[src/sv/bir_pkg.sv]
`timescale 1ns / 1ps
// ----------------------------------------------------------------------------
// bir_pkg: shared types and constants for the bilinear image rotator
// Control words between sequencer and datapath, register indexes, fixed-point
// constants of the mapping and the lane blend.
// ----------------------------------------------------------------------------
package bir_pkg;

   // Configuration register indexes
   localparam int CSR_IDX_W = 2;
   localparam logic [CSR_IDX_W-1:0] CSR_COS = 2'd0;
   localparam logic [CSR_IDX_W-1:0] CSR_SIN = 2'd1;

   // Register and pixel widths
   localparam int TRIG_W  = 18;
   localparam int PIXEL_W = 32;
   localparam int LANE_W  = 8;
   localparam int LANES   = PIXEL_W / LANE_W;

   // Fixed-point mapping: product scale is 2^16, position grid is 1/16 pixel
   localparam int TRUNC_SH   = 12;
   localparam int FRAC_W     = 4;
   localparam logic [4:0] FRAC_ONE = 5'd16;

   // Blend: weights out of 256, rounding by half of 256
   localparam int WEIGHT_W   = 9;
   localparam int BLEND_ACC_W = 16;
   localparam logic [BLEND_ACC_W-1:0] BLEND_ROUND = 16'd128;
   localparam int BLEND_SH   = 8;

   // Order of the four products through the shared multiplier
   typedef enum logic [1:0] {
      STEP_DXC = 2'd0,   // dx * cos
      STEP_DYS = 2'd1,   // dy * sin
      STEP_DYC = 2'd2,   // dy * cos
      STEP_DXS = 2'd3    // dx * sin
   } mul_step_type;

   typedef struct packed {
      logic         clear;
      logic         mul_en;
      mul_step_type step;
      logic         map_en;
   } map_ctl_type;

   typedef struct packed {
      logic clear;
      logic acc;
   } blend_ctl_type;

   typedef enum logic [7:0] {
      ST_IDLE  = 8'b0000_0001,
      ST_LOAD  = 8'b0000_0010,
      ST_MUL   = 8'b0000_0100,
      ST_ACC   = 8'b0000_1000,
      ST_MAP   = 8'b0001_0000,
      ST_READ  = 8'b0010_0000,
      ST_DRAIN = 8'b0100_0000,
      ST_DONE  = 8'b1000_0000
   } state_type;

endpackage

[src/sv/bir_blend.sv]
`timescale 1ns / 1ps
// ----------------------------------------------------------------------------
// bir_blend: per-lane weighted accumulation of neighbor words
// Adds weight times lane value for each of the four byte lanes, one neighbor
// word per cycle while acc is set, and rounds the sums down by 256.
// ----------------------------------------------------------------------------
module bir_blend
   import bir_pkg::*;
(
   input  logic                clock,
   input  blend_ctl_type       ctl,
   input  logic [WEIGHT_W-1:0] weight,
   input  logic [PIXEL_W-1:0]  word,
   output logic [PIXEL_W-1:0]  pixel
);

   localparam int PRW = WEIGHT_W + LANE_W;

   logic [BLEND_ACC_W-1:0] acc_ff [LANES];
   logic [BLEND_ACC_W-1:0] acc_in [LANES];
   logic [PRW-1:0]         lane_prod [LANES];
   logic [BLEND_ACC_W-1:0] rounded [LANES];

   // Multiply-accumulate each lane
   always_comb begin
      for (int k = 0; k < LANES; k++) begin
         lane_prod[k] = PRW'(weight) * PRW'(word[k*LANE_W +: LANE_W]);
         if (ctl.clear) begin
            acc_in[k] = '0;
         end else if (ctl.acc) begin
            acc_in[k] = acc_ff[k] + lane_prod[k][BLEND_ACC_W-1:0];
         end else begin
            acc_in[k] = acc_ff[k];
         end
         rounded[k] = acc_ff[k] + BLEND_ROUND;
         pixel[k*LANE_W +: LANE_W] = rounded[k][BLEND_SH +: LANE_W];
      end
   end

   always_ff @(posedge clock) begin
      for (int k = 0; k < LANES; k++) begin
         acc_ff[k] <= acc_in[k];
      end
   end

endmodule

[config.mk]
export PLATFORM = sky130hd
export DESIGN_NAME = bir_blend
export DESIGN_NICKNAME = d
export VERILOG_FILES = /design/src/sv/bir_pkg.sv /design/src/sv/bir_blend.sv
export SDC_FILE = /design/constraint.sdc
export NUM_CORES = 1
export LEC_CHECK = 0
export ABC_AREA = 1
export BUFFER_PORTS_ARGS = -buffer_cell sky130_fd_sc_hd__buf_2
export CAP_MARGIN = 20
export CORE_ASPECT_RATIO = 1.75
export CORE_UTILIZATION = 50
export CTS_CLUSTER_DIAMETER = 50
export DETAILED_ROUTE_END_ITERATION = 7
export PLACE_DENSITY = 0.78
export SYNTH_ARGS = -nofsm -noshare
export SYNTH_HDL_FRONTEND = slang
export SYNTH_SLANG_ARGS = --single-unit
[constraint.sdc]
create_clock -name clock -period 14.46 [get_ports clock]
set_input_delay 2.892 -clock clock [delete_from_list [all_inputs] [get_ports clock]]
set_output_delay 2.892 -clock clock [all_outputs]
set_load 0.02 [all_outputs]
==> metrics <==
post-route ant nets=0; Critical Path Sink Type=flop; Resize count post-CTS=0; Regs by FF count=acc_ff (64); crit path DAT=7170 ps; Final GP Congestion=0.9552; Hold Path Depth=2; Hold Path End=acc_ff[0][0]$_SDFFE_PP0P_; endpoints failing hold=0; post-synthesis mux area share=0; Yosys warnings=0; combinational family with the most area after synthesis=adder cells; Post-CTS Setup Bufs=0; R2R Path End=acc_ff[0][12]$_SDFFE_PP0P_; vias=12,630; drt pass-1 iters=6; fraction of the mapped netlist area in adder cells=0.4202; share of cells above drive strength 1=0.05683; GRT Util Overall=0.2499; xor/xnor share of the synthesized area=0.02796; post-synth net total=2,571; largest net degree at the start of global routing=65; commonest non-fill, non-tap cell in the layout=inv_1; Area Overhead vs Synth=5.796%; post-DR vias/cell=4.932; Root Driver=clkbuf_16; DIE WIDTH=131.7 microns; total CTS buffers=9; synthesized area per cell=6.794 sq um; Post-Synthesis Cells=2,167; DR iter-0 viols=526; met3 GRT Util=0.02833; Layout Cells excl Fill=2,561; area leader, netlist=fa_1; post-route cell area=0.01558 sq mm; Max-Slew Margin vs Limit=0.4221; H-Tree Depth=3; PortBufs=75; WHS=470.2 ps; maximum capacitance violations=0; most frequent cells in the layout=704 x inv_1, 561 x nand2_1, 224 x fa_1; clock skew=10.25 ps; met2 GRT Util=0.4962; largest buffer count on any clock path=2; RSZ-0062 raised after global routing=false; I/O pins=76; TritonCTS clock tree=done; placed insts=2,544; HP Start=acc_ff[0][0]$_SDFFE_PP0P_; register area share after synthesis=0.08702; PD cells=217.6 mW/mm^2; CP required=14,750 ps; crit-path max FO=36; CP Launch Type=primary input; dpl cell area=0.01524 sq mm; min cycle time layout=6876 ps; initial antenna violation count=2; clk_lat worst skew=390 ps; Max Clk Rate=145.4 MHz; number of global-route vias before repair=13,720; grt peak-use layer=met2; Most flops, register=acc_ff; RR Startpoint=acc_ff[0][7]$_SDFFE_PP0P_; DIE AREA=0.03016 sq mm; CTS sink cnt=64; Clk pin slew, worst setup/hold paths=70 ps; crit path kind=in -> reg; Reg2Reg Setup Slack=10,360 ps; Core ar.=0.02883 sq mm; Rows=82; final setup violation count=0; Leak=10.11 nW; first-pass GRT wire length=60,310 microns; Residual DRC=0; largest cells by area after synthesis=fa_1 30%, inv_1 18%, nand2_1 14%, ha_1 12%, dfxtp_1 8.7%; wire per inst=13.64 microns; status=finished, final reports clean; Synth Area in Simple Gates=0.2163; Design Power=3.389 mW; Yosys top cell area share=0.3046; flops & latches, synth=64; setup_tns=0 ps; met1 Use GR=0.2395; initial core utilization=0.5107; Register-to-Register Path Depth=17; Slew Viols, Final=0; hpwl dp=27,860 microns; GR Overflow Total=0; total wire length=34,930 microns; Final nets=2,581; Die H=229 microns; worst-margin pin slew=866.8 ps; period utilization=0.4755; Worst VDD drop=0.1091 mV; Netlist cell types=28; post-synthesis compound-gate area fraction=0.04241; Largest register FFs=64; Post-CTS Hold Fix Bufs=0; Hold Crit Class=reg -> reg; synthesized cell area=0.01472 sq mm; number of filler cells placed in the layout=2,725
[routing by layer]
layer	up-vias	part of all wire
li1	6144	-
met1	6059	0.35
met2	309	0.56
met4	2	0.048
met3	117	0.039
met5	-	0.00037
[synth_stat cells]
library cell and instances:
dlymetal6s2s_1 1, xor2_1 40, nand3_2 3, nand3_1 80, nand3b_1 3, o21bai_2 3, buf_1 4, buf_2 12
nor2_2 4, clkbuf_8 2, fa_1 224, inv_1 704, nor2_1 113, nand2_1 561, o21ai_1 3, buf_4 4
a21oi_1 63, nand2_2 10, inv_2 9, ha_1 136, a211oi_1 15, dfxtp_1 64, nand4_1 15, o21bai_1 7
nor3_1 4, o21ai_0 19, xnor2_1 7, clkbuf_1 57
[critical path: stages]
cell	delay, ps
buf_2	610
nand2_1	230
fa_1	570
inv_1	60
fa_1	480
fa_1	540
inv_1	50
fa_1	480
inv_1	50
ha_1	340
nand2_1	80
nand2_1	100
nand2_1	80
nand2_1	60
o21bai_2	210
nand2_1	70
nand2_1	50
o21ai_1	140
inv_1	50
[worst max path at each step]
| stage | startpoint | endpoint | slack, ps | cells after the start |
|---|---|---|---|---|
| 2_1_floorplan | weight[8] | acc_ff[1][11]$_SDFFE_PP0P_ | 7750 | 21 |
| 3_3_place_gp | weight[5] | acc_ff[0][12]$_SDFFE_PP0P_ | 7330 | 18 |
| 3_5_place_dp | weight[6] | acc_ff[0][12]$_SDFFE_PP0P_ | 7240 | 18 |
| 4_1_cts | weight[8] | acc_ff[3][11]$_SDFFE_PP0P_ | 7600 | 19 |
| 5_1_grt | weight[8] | acc_ff[3][11]$_SDFFE_PP0P_ | 7320 | 19 |
| 6_report | weight[8] | acc_ff[3][11]$_SDFFE_PP0P_ | 7580 | 19 |
[cell type report]
| cell class | count | area, sq um | area share |
|---|---|---|---|
| Multi-Input combinational cell | 1310 | 10410 | 0.6681 |
| Timing Repair Buffer | 79 | 405.4 | 0.02603 |
| Antenna cell | 1 | 2.502 | 0.0001607 |
| Clock buffer | 10 | 239.0 | 0.01534 |
| Sequential cell | 64 | 1281 | 0.08226 |
| Tap cell | 378 | 473.0 | 0.03036 |
| Clock inverter | 6 | 92.59 | 0.005944 |
| Inverter | 713 | 2676 | 0.1718 |
[power breakdown]
| group | internal (mW) | switching (mW) | leakage (nW) |
|---|---|---|---|
| Sequential | 0.236 | 0.0507 | 0.532 |
| Clock | 0.156 | 0.104 | 0.155 |
| Combinational | 1.05 | 1.79 | 9.42 |
[logic make-up (layout without fill, tap and decap cells)]
| kind of cell | Yosys count | after routing |
|---|---|---|
| AND/OR/NAND/NOR | 793 | 793 |
| buffers and inverters | 793 | 808 |
| adder cells (fa/ha/maj) | 360 | 360 |
| AO/OA/AOI/OAI | 110 | 110 |
| flip-flops | 64 | 64 |
| XOR/XNOR | 47 | 47 |
| other | 0 | 1 |
[through the flow]
| step | setup slack (ps) | utilization |
|---|---|---|
| after global placement | 7327 | 0.5287 |
| after detailed placement | 7239 | 0.5287 |
| after global routing | 7317 | 0.5403 |
| after CTS | 7602 | 0.5402 |
| final | 7584 | 0.5403 |
| after floorplan | 7750 | - |
(Power assumes the default switching activity.)
