$ cat src/sv/bir_pkg.sv
`timescale 1ns / 1ps
// ----------------------------------------------------------------------------
// bir_pkg: shared types and constants for the bilinear image rotator
// Control words between sequencer and datapath, register indexes, fixed-point
// constants of the mapping and the lane blend.
// ----------------------------------------------------------------------------
package bir_pkg;

   // Configuration register indexes
   localparam int CSR_IDX_W = 2;
   localparam logic [CSR_IDX_W-1:0] CSR_COS = 2'd0;
   localparam logic [CSR_IDX_W-1:0] CSR_SIN = 2'd1;

   // Register and pixel widths
   localparam int TRIG_W  = 18;
   localparam int PIXEL_W = 32;
   localparam int LANE_W  = 8;
   localparam int LANES   = PIXEL_W / LANE_W;

   // Fixed-point mapping: product scale is 2^16, position grid is 1/16 pixel
   localparam int TRUNC_SH   = 12;
   localparam int FRAC_W     = 4;
   localparam logic [4:0] FRAC_ONE = 5'd16;

   // Blend: weights out of 256, rounding by half of 256
   localparam int WEIGHT_W   = 9;
   localparam int BLEND_ACC_W = 16;
   localparam logic [BLEND_ACC_W-1:0] BLEND_ROUND = 16'd128;
   localparam int BLEND_SH   = 8;

   // Order of the four products through the shared multiplier
   typedef enum logic [1:0] {
      STEP_DXC = 2'd0,   // dx * cos
      STEP_DYS = 2'd1,   // dy * sin
      STEP_DYC = 2'd2,   // dy * cos
      STEP_DXS = 2'd3    // dx * sin
   } mul_step_type;

   typedef struct packed {
      logic         clear;
      logic         mul_en;
      mul_step_type step;
      logic         map_en;
   } map_ctl_type;

   typedef struct packed {
      logic clear;
      logic acc;
   } blend_ctl_type;

   typedef enum logic [7:0] {
      ST_IDLE  = 8'b0000_0001,
      ST_LOAD  = 8'b0000_0010,
      ST_MUL   = 8'b0000_0100,
      ST_ACC   = 8'b0000_1000,
      ST_MAP   = 8'b0001_0000,
      ST_READ  = 8'b0010_0000,
      ST_DRAIN = 8'b0100_0000,
      ST_DONE  = 8'b1000_0000
   } state_type;

endpackage

$ cat src/sv/bir_mapper.sv
`timescale 1ns / 1ps
// ----------------------------------------------------------------------------
// bir_mapper: rotation mapping with one shared multiplier
// Runs dx*cos, dy*sin, dy*cos, dx*sin through one registered multiplier,
// accumulates the two source coordinates, then truncates to the 1/16 grid
// and splits integer position and fraction.
// ----------------------------------------------------------------------------
module bir_mapper
   import bir_pkg::*;
#(
   parameter int IMG_SIZE = 240
) (
   input  logic                          clock,
   input  logic                          reset,
   input  map_ctl_type                   ctl,
   input  logic [7:0]                    row,
   input  logic [7:0]                    col,
   input  logic signed [TRIG_W-1:0]      cos_val,
   input  logic signed [TRIG_W-1:0]      sin_val,
   output logic [$clog2(IMG_SIZE)-1:0]   map_xp,
   output logic [$clog2(IMG_SIZE)-1:0]   map_yp,
   output logic [FRAC_W-1:0]             map_xf,
   output logic [FRAC_W-1:0]             map_yf,
   output logic                          map_off
);

   localparam int XW = $clog2(IMG_SIZE);
   localparam int DW = $clog2(IMG_SIZE + 256) + 1;
   localparam int PW = DW + TRIG_W;
   localparam int AW = PW + 1;
   localparam logic signed [DW-1:0] CEN_D = DW'(IMG_SIZE / 2);
   localparam logic signed [AW-1:0] CEN_A = AW'(IMG_SIZE / 2);
   localparam logic signed [AW-1:0] LIM_A = AW'(IMG_SIZE - 2);
   localparam logic signed [AW-1:0] BIAS_A = AW'((1 << TRUNC_SH) - 1);

   logic signed [DW-1:0] dx, dy, a_sel;
   logic signed [TRIG_W-1:0] b_sel;
   logic signed [PW-1:0] prod_in, prod_ff;
   mul_step_type pstep_ff;
   logic pvalid_ff;
   logic signed [AW-1:0] xacc_ff, xacc_in, yacc_ff, yacc_in;
   logic signed [AW-1:0] xb, yb, xm, ym, xp, yp;
   logic [XW-1:0] xp_ff, yp_ff;
   logic [FRAC_W-1:0] xf_ff, yf_ff;

   // Offsets from the image center
   assign dx = CEN_D - $signed({{(DW-8){1'b0}}, col});
   assign dy = CEN_D - $signed({{(DW-8){1'b0}}, row});

   // Select operands of the shared multiplier
   always_comb begin
      case (ctl.step)
         STEP_DXC: begin a_sel = dx; b_sel = cos_val; end
         STEP_DYS: begin a_sel = dy; b_sel = sin_val; end
         STEP_DYC: begin a_sel = dy; b_sel = cos_val; end
         default:  begin a_sel = dx; b_sel = sin_val; end
      endcase
   end

   assign prod_in = PW'(a_sel) * PW'(b_sel);

   // Register the product
   always_ff @(posedge clock) begin
      if (reset) begin
         pvalid_ff <= 1'b0;
      end else begin
         pvalid_ff <= ctl.mul_en;
      end
      prod_ff  <= prod_in;
      pstep_ff <= ctl.step;
   end

   // Accumulate: x = -dx*cos - dy*sin, y = -dy*cos + dx*sin
   always_comb begin
      xacc_in = xacc_ff;
      yacc_in = yacc_ff;
      if (ctl.clear) begin
         xacc_in = '0;
         yacc_in = '0;
      end else if (pvalid_ff) begin
         case (pstep_ff)
            STEP_DXC: xacc_in = xacc_ff - AW'(prod_ff);
            STEP_DYS: xacc_in = xacc_ff - AW'(prod_ff);
            STEP_DYC: yacc_in = yacc_ff - AW'(prod_ff);
            default:  yacc_in = yacc_ff + AW'(prod_ff);
         endcase
      end
   end

   always_ff @(posedge clock) begin
      xacc_ff <= xacc_in;
      yacc_ff <= yacc_in;
   end

   // Truncate toward zero onto the 1/16 grid, then floor to whole pixels
   assign xb = xacc_ff + (xacc_ff[AW-1] ? BIAS_A : '0);
   assign yb = yacc_ff + (yacc_ff[AW-1] ? BIAS_A : '0);
   assign xm = xb >>> TRUNC_SH;
   assign ym = yb >>> TRUNC_SH;
   assign xp = (xm >>> FRAC_W) + CEN_A;
   assign yp = (ym >>> FRAC_W) + CEN_A;

   assign map_off = (xp < 0) || (yp < 0) || (xp > LIM_A) || (yp > LIM_A);

   // Hold the mapped position for the neighbor reads
   always_ff @(posedge clock) begin
      if (ctl.map_en) begin
         xp_ff <= xp[XW-1:0];
         yp_ff <= yp[XW-1:0];
         xf_ff <= xm[FRAC_W-1:0];
         yf_ff <= ym[FRAC_W-1:0];
      end
   end

   assign map_xp = xp_ff;
   assign map_yp = yp_ff;
   assign map_xf = xf_ff;
   assign map_yf = yf_ff;

endmodule

$ cat config.mk
export PLATFORM = sky130hd
export DESIGN_NAME = bir_mapper
export DESIGN_NICKNAME = d
export VERILOG_FILES = /design/src/sv/bir_pkg.sv /design/src/sv/bir_mapper.sv
export SDC_FILE = /design/constraint.sdc
export NUM_CORES = 1
export LEC_CHECK = 0
export ABC_CLOCK_PERIOD_IN_PS = 23500
export BUFFER_PORTS_ARGS = -buffer_cell sky130_fd_sc_hd__buf_4
export CORE_AREA = 2 2 249 251
export CTS_CLUSTER_DIAMETER = 30
export DETAILED_ROUTE_END_ITERATION = 8
export DIE_AREA = 0 0 251 253
export PLACE_DENSITY_LB_ADDON = 0.25
export SYNTH_ARGS = -nofsm -noshare
export SYNTH_HDL_FRONTEND = slang
export SYNTH_SLANG_ARGS = --single-unit
export TNS_END_PERCENT = 50
$ cat constraint.sdc
create_clock -name clock -period 23.5 [get_ports clock]
set_input_delay 3.525 -clock clock [delete_from_list [all_inputs] [get_ports clock]]
set_output_delay 3.525 -clock clock [all_outputs]
set_load 0.01 [all_outputs]
==> results of run 1 <==
[layout by cell type, fill, tap and decap left out, types with 17 or more instances in the layout]
cell type  netlist  layout
a211oi_1        21      21
a21o_1          32      32
a21oi_1        104     104
a31oi_1         21      21
buf_4            0      97
clkbuf_16        0      18
dfxtp_1         89      89
edfxtp_1        24      24
fa_1           158     158
ha_1           148     148
inv_1          256     256
mux2_2          17      17
mux2i_1         24      23
nand2_1        215     215
nand2b_1        23      23
nand3_1         29      29
nor2_1         143     143
nor2b_1         27      27
nor3_1          36      36
o21a_1          17      17
o21ai_0         43      43
or3_1           20      20
xnor2_1         98      98
xor2_1          29      28
[synthesized netlist by cell type, drive strengths merged (4+ instances only)]
cell type	count	area [sq um]
mux2i	24	240
nor4b	4	47.6
a31oi	21	131
inv	257	965
or3	20	125
or2	5	31.3
o31ai	11	82.6
o41ai	6	67.6
xor2	30	270
nor2	143	537
nand4	17	121
nand3b	6	45.0
a21o	32	240
a211oi	22	170
fa	158	3160
a41o	5	50.1
and2	16	100
mux2	17	191
nor3	37	190
o22ai	4	25.0
o31a	4	35.0
o41a	4	45.0
nor3b	4	30.0
nand2b	23	144
o21bai	6	45.0
a22o	5	43.8
nand2	215	807
o211ai	7	52.6
a21oi	104	521
xnor2	98	858
o21a	17	128
nand3	29	145
nor2b	27	169
edfxtp	24	721
and3	11	68.8
ha	148	1850
buf	9	36.3
o21ai	57	285
nor4	12	87.6
clkbuf	39	146
dfxtp	89	1780
a41oi	5	43.8
[cells by family (layout without fill, tap and decap cells)]
family	count (synthesis)	after routing	synth area share
and+or+nand+nor	572	572	0.177
AOI/OAI and AO/OA	336	336	0.147
adders and majority gates	306	306	0.332
buffers and inverters	305	386	0.0759
xor gates and xnor gates	128	128	0.0746
DFF	113	113	0.165
muxes	41	41	0.0285
[metrics by stage]
| stage | worst slack [ps] | instances | utilization | hold slack (ps) | area, sq um |
|---|---|---|---|---|---|
| final | 12260 | 2672 | 0.283 | 485 | 17300 |
| after global routing | 11700 | 2672 | 0.283 | 508 | 17300 |
| after CTS | 12230 | 2672 | 0.283 | 485 | 17300 |
| after detailed placement | 11790 | 2640 | 0.273 | 476 | 16700 |
| after global placement | 12060 | 2640 | 0.273 | 470 | 16700 |
| after floorplan | 11220 | 1801 | - | 453 | 15100 |
[per-layer routing]
| layer | wire length, microns | share of wire |
|---|---|---|
| met1 | 20300 | 0.50 |
| met4 | 592 | 0.015 |
| met5 | 0 | 0 |
| met3 | 1760 | 0.043 |
| met2 | 18100 | 0.44 |
[worst paths after layout]
check	from	end	slack, ps	depth (start not counted)
setup / recovery	ctl[1]	prod_ff[25]	12260	28
hold / removal	xacc_ff[7]	xacc_ff[7]	480	2
setup reg to reg	prod_ff[2]	yacc_ff[28]	18680	18
hold reg to reg	xacc_ff[7]	xacc_ff[7]	480	2
[registers in the layout (all words and copies together) (netlist names)]
| register | flops |
|---|---|
| pstep_ff | 2 |
| map_xp | 8 |
| pvalid_ff | 1 |
| map_xf | 4 |
| map_yf | 4 |
| xacc_ff | 29 |
| yacc_ff | 29 |
| map_yp | 8 |
| prod_ff | 28 |
[critical path: stages]
cell,delay [ps]
buf_4,360
inv_1,120
ha_1,670
mux2i_1,380
ha_1,240
a21oi_1,100
nor2b_1,190
a211oi_1,280
a21o_1,130
buf_4,340
nor2_1,130
fa_1,520
fa_1,520
fa_1,520
fa_1,550
inv_1,60
fa_1,520
inv_1,40
ha_1,350
a21oi_1,260
a31oi_1,140
a211oi_1,340
o31ai_1,190
o41a_1,360
a41oi_1,280
and2_1,200
a21oi_1,80
xor2_1,140
[final cells by class]
type	count	area, sq um	area share
clock inverter	10	97.6	0.00565
clock buffer	22	505	0.0293
inverter	257	965	0.0559
tap	790	988	0.0572
timing repair buffer	97	728	0.0422
sequential	113	2500	0.145
multi-input combinational	1383	11500	0.665
==> metrics.txt, run 1 <==
status complete, no violations; post-synthesis async set-or-reset flop share 0; via count of the first global-routing pass about 13k; Warnings, synthesis 0; post-CTS setup buffers 0; layout cells sized above 1 0.0887; CP endpoint kind flop; number of max-cap violations 0; FMAX 89.0 MHz; setup total negative slack 0 ps; GRT overflow 0; worst skew pair latency about 440 ps; DRC Markers 0; largest net degree at the start of global routing 64; CORE AREA 61,000 sq um; Num CTS Buffers 17; Die X about 250 microns; hold crit path type flop to flop; cell row count 91; Synth Register Bits between 100 and 150; NumNets Final 2,234; I/O Buffers between 80 and 90; Ports 84; GR peak layer met2; GPL Wtd Cong 0.843; starting density of the core 0.248; final hold violations 0; Mapped Area 15,100 sq um; vias around 12k; post_cts resized 0; Pre-antenna DRT Iters 5; Setup Skew 15.6 ps; Post-Synthesis Cells 1,801; Slew HR 0.254; data required time of the worst path about 24,000 ps; Syn-to-layout area delta 14.2%; H-tree levels 4; ratio of final minimum period to clock period 0.478; Die Area 63,500 sq um; diode count 0; Root Driver clkbuf_16; Crit Path Category input port to flop; number of clock sinks 113; Max Root-Sink Buffers 2; worst slew pin tran 1120 ps; synth unique cells 71; Detail Route Antenna Nets 0; CTS tree done; Hold-fix buffers, CTS 0; top_reg_cell synth dfxtp_1; number of setup violations in the final report 0; Fillers 6,599; first-pass GRT wire length 66,600 microns; startpoint types input port; Die Ht 253 microns; RSZ-0062 raised after global routing no; arrival time worst endpoint 11,550 ps; clock-pin transition on the worst setup and hold timing paths approximately 60 ps; Final Max Tran Viols 0; Total Wirelength 40,800 microns; Starting DRT DRC Count 691; syn avg cell area 8.40 sq um; Tmin final around 11,000 ps; Post-synth EDFFs 24; sequential fraction of the synthesis area 0.165; M3 GR Usage 0.0204; crit path max fanout 37; met2 Usage GRT 0.209; DR WL/cell 15.3 microns; Post-Syn Nets 2,166; Detailed Place HPWL 33,200 microns; met1 usage 0.183; via/cell ratio 4.65; Global Route Usage Sum 0.130; initial antenna violation count 0
Power of run 1 is left out: the tool's default activity adds up to more than one toggle a clock period on the data nets, which glitch-free logic cannot reach.
==> run 2: changes to the inputs <==
--- a/config.mk
+++ b/config.mk
@@ -5,7 +5,7 @@
 export SDC_FILE = /design/constraint.sdc
 export NUM_CORES = 1
 export LEC_CHECK = 0
-export ABC_CLOCK_PERIOD_IN_PS = 23500
+export ABC_CLOCK_PERIOD_IN_PS = 11800
 export BUFFER_PORTS_ARGS = -buffer_cell sky130_fd_sc_hd__buf_4
 export CORE_AREA = 2 2 249 251
 export CTS_CLUSTER_DIAMETER = 30
==> constraint.sdc (replaced) <==
create_clock -name clock -period 11.8 [get_ports clock]
set_input_delay 1.77 -clock clock [delete_from_list [all_inputs] [get_ports clock]]
set_output_delay 1.77 -clock clock [all_outputs]
set_load 0.01 [all_outputs]
==> metrics.txt, run 2 (synthesis results as in run 1) <==
setup total negative slack 0 ps; ratio of final minimum period to clock period 0.818; status complete, no violations; Crit Path Category input port to flop; Setup WS pre-CTS 1660 ps; diode count 0; Root Driver clkbuf_16; GRT overflow 0; CP endpoint kind flop; post_cts resized 0; CORE AREA 61,000 sq um; first-pass GRT wire length approximately 67,000 microns; via/cell ratio between 4 and 5; Die Area 63,500 sq um; crit-path leading delay family adder cells; NumNets Final 2,236; layout cells sized above 1 0.0870; Detail Route Antenna Nets 0; number of clock sinks 113; Syn-to-layout area delta 13.9%; starting density of the core 0.248; hold slack around 480 ps; CTS tree done; final hold violations 0; Fillers 6,562; most used cell, CP fa_1; RSZ-0062 raised after global routing no; arrival time worst endpoint 9950 ps; commonest non-fill, non-tap cell in the layout inv_1; Buf/Inv on CP 6; post-route cell area 17,200 sq um; Final Max Tran Viols 0; I/O Buffers 83; DRC Markers 0; FMAX 104 MHz; Total Wirelength 40,800 microns; placed inst area 16,700 sq um; initial antenna violation count 0; worst skew pair latency about 440 ps; DR WL/cell 15.3 microns; largest net degree at the start of global routing between 60 and 70; Num CTS Buffers 17; M3 GR Usage 0.0183; Die X 251 microns; final worst slack 2150 ps; GR peak layer met2; via count of the first global-routing pass 12.8k; CP max stage cell ha_1; Setup Skew roughly 23 ps; Pre-antenna DRT Iters 5; startpoint types input port; hold crit path type flop to flop; worst slew pin tran 1170 ps; met2 Usage GRT 0.211; post-CTS setup buffers 0; vias 12.4k; data required time of the worst path 12,100 ps; crit path max fanout 37; number of setup violations in the final report 0; met1 usage 0.186; cell row count 91; Largest regs xacc_ff x29, yacc_ff x29, prod_ff x28; GPL Wtd Cong 0.842; Die Ht 253 microns; commonest cells after routing, fill and taps aside inv_1, nand2_1, fa_1; number of max-cap violations 0; Starting DRT DRC Count 776; Tmin final 9650 ps; Detailed Place HPWL 33,400 microns; H-tree levels 4; Max Root-Sink Buffers 2; Hold-fix buffers, CTS 0; clock-pin transition on the worst setup and hold timing paths 50 ps; CP peak stage delay 650 ps; Slew HR 0.217; Ports 84; Global Route Usage Sum 0.133
[run 2: changes by cell type in the layout (fill, tap and decap cells not counted), sizes merged]
cell      change
buf           +2
inv           -1
clkinv        +2
clkinvlp      -1
[run 2: worst min-delay path, cell delays in order, from the launching register on]
cell,delay (ps)
dfxtp_1,320
nand2_1,60
a21oi_1,50
[run 2: metrics by stage]
step           std cells  utilization
2_1_floorplan       1801            -
3_5_place_dp        2642        0.273
6_report            2674        0.282
3_3_place_gp        2642        0.273
5_1_grt             2674        0.282
4_1_cts             2674        0.282
[run 2: final timing paths]
check               from           to  slack (ps)  depth (start not counted)
max reg2reg  pstep_ff[1]  yacc_ff[28]        7070                         16
min           xacc_ff[5]   xacc_ff[5]         480                          2
min reg2reg   xacc_ff[5]   xacc_ff[5]         480                          2
max               ctl[1]  prod_ff[25]        2150                         29
[run 2: metal layers]
layer	vias up	wire length (microns)
met5	-	0
met4	0	720
met3	45	1610
met2	250	17800
met1	5924	20700
li1	6193	-
[run 2: cell type report]
type	instances	area [sq um]	area share
clock inverter	10	85.1	0.00494
clock buffer	22	464	0.0269
sequential	113	2500	0.145
tap	790	988	0.0574
inverter	257	965	0.0560
multi-input combinational	1383	11500	0.666
timing repair buffer	99	743	0.0431
Power of run 2 is left out for the same reason.
==> run 3: changes to the inputs <==
--- a/config.mk
+++ b/config.mk
@@ -5,7 +5,7 @@
 export SDC_FILE = /design/constraint.sdc
 export NUM_CORES = 1
 export LEC_CHECK = 0
-export ABC_CLOCK_PERIOD_IN_PS = 11800
+export ABC_CLOCK_PERIOD_IN_PS = 8840
 export BUFFER_PORTS_ARGS = -buffer_cell sky130_fd_sc_hd__buf_4
 export CORE_AREA = 2 2 249 251
 export CTS_CLUSTER_DIAMETER = 30
==> constraint.sdc (replaced) <==
create_clock -name clock -period 8.84 [get_ports clock]
set_input_delay 1.326 -clock clock [delete_from_list [all_inputs] [get_ports clock]]
set_output_delay 1.326 -clock clock [all_outputs]
set_load 0.01 [all_outputs]
==> metrics.txt, run 3 (synthesis results as in run 1) <==
DRC Markers 0; clock-pin transition on the worst setup and hold timing paths about 60 ps; Hold-fix buffers, CTS 0; Slew HR 0.308; Root Driver clkbuf_16; Pre-antenna DRT Iters 8; layout cells sized above 1 0.0912; vias between 10k and 15k; CP max stage cell fa_1; CORE AREA 61,000 sq um; CP Launch Point ctl[1]; worst slew pin tran around 1000 ps; post_cts resized 0; Die Ht around 250 microns; Num CTS Buffers 17; commonest cells after routing, fill and taps aside inv_1, nand2_1, fa_1; first-pass GRT wire length 67,200 microns; Global Route Usage Sum 0.130; via/cell ratio 4.62; capture point of the critical path prod_ff[25]; starting density of the core 0.248; I/O Buffers 83; most used cell, CP fa_1; GRT overflow 0; worst hold start xacc_ff[6]; number of max-cap violations 0; ratio of final minimum period to clock period 0.937; worst skew pair latency around 430 ps; Largest regs xacc_ff x29, yacc_ff x29, prod_ff x28; via count of the first global-routing pass between 10k and 15k; Starting DRT DRC Count just under 700; NumNets Final approximately 2.2k; RSZ-0062 raised after global routing no; Tmin final 8280 ps; status complete, no violations; number of clock sinks 113; commonest non-fill, non-tap cell in the layout inv_1; Syn-to-layout area delta 14.6%; flop2flop setup slack ~4000 ps; final hold violations 0; Setup Skew 20.4 ps; FMAX about 120 MHz; Detail Route Antenna Nets 0; GPL Wtd Cong 0.843; Worst R2R Start pstep_ff[1]; initial antenna violation count 1; Die X 251 microns; CTS tree done; Final Max Tran Viols 0; Max Root-Sink Buffers 2; Detailed Place HPWL 33,100 microns; cell row count 91; hold slack 483 ps; arrival time worst endpoint 8590 ps; hold crit path type flop to flop; Ports 84; number of setup violations in the final report 0; setup total negative slack 0 ps; CP peak stage delay 540 ps; post-CTS setup buffers 0; diode count 0; Crit Path Category input port to flop; crit path max fanout 15; largest net degree at the start of global routing 64; Die Area approximately 64,000 sq um; data required time of the worst path 9140 ps; CP endpoint kind flop; Total Wirelength 40,400 microns; Worst R2R Path Depth 16; startpoint types input port; reg2reg end yacc_ff[28]; DR WL/cell 15.1 microns; H-tree levels 4
-- run 3: area by class of cell --
cell class	instances	area, sq um
fill	6591	43700
multi-input combinational	1383	11500
sequential	113	2500
tap	790	988
inverter	257	965
timing repair buffer	100	751
clock buffer	21	492
clock inverter	11	149
-- run 3: how the worst min path moves through the flow --
stage                       end  slack [ps]  cells past startpoint
detailed placement   xacc_ff[7]         480                      2
global route         xacc_ff[7]         500                      2
floorplan           xacc_ff[11]         450                      2
CTS                  xacc_ff[7]         480                      2
finish               xacc_ff[6]         480                      2
global placement     xacc_ff[7]         460                      2
-- run 3: routing by layer --
metal | global-route usage | vias up | wire [microns]
met3 | 0.0154 | 30 | 1280
met1 | 0.184 | 5901 | 20500
met5 | 0 | - | 0
met2 | 0.214 | 216 | 18200
li1 | - | 6200 | -
met4 | 0.0267 | 0 | 509
-- run 3: worst max-delay path: cells and delay by family --
kind	cells	cell delay (ps)
adder cells (fa/ha/maj)	7	3320
AO/OA/AOI/OAI	10	2400
AND/OR/NAND/NOR	3	560
buffers and inverters	5	450
multiplexers	1	380
XOR/XNOR	1	140
-- run 3: stage by stage --
step,utilization,std cells,worst slack (ps),area (sq um)
after detailed placement,0.274,2643,173,16700
after CTS,0.284,2675,599,17300
final,0.284,2675,557,17300
after global placement,0.274,2643,259,16700
after global routing,0.284,2675,35.4,17300
after floorplan,-,1801,10.5,15200
Power of run 3 is left out for the same reason.
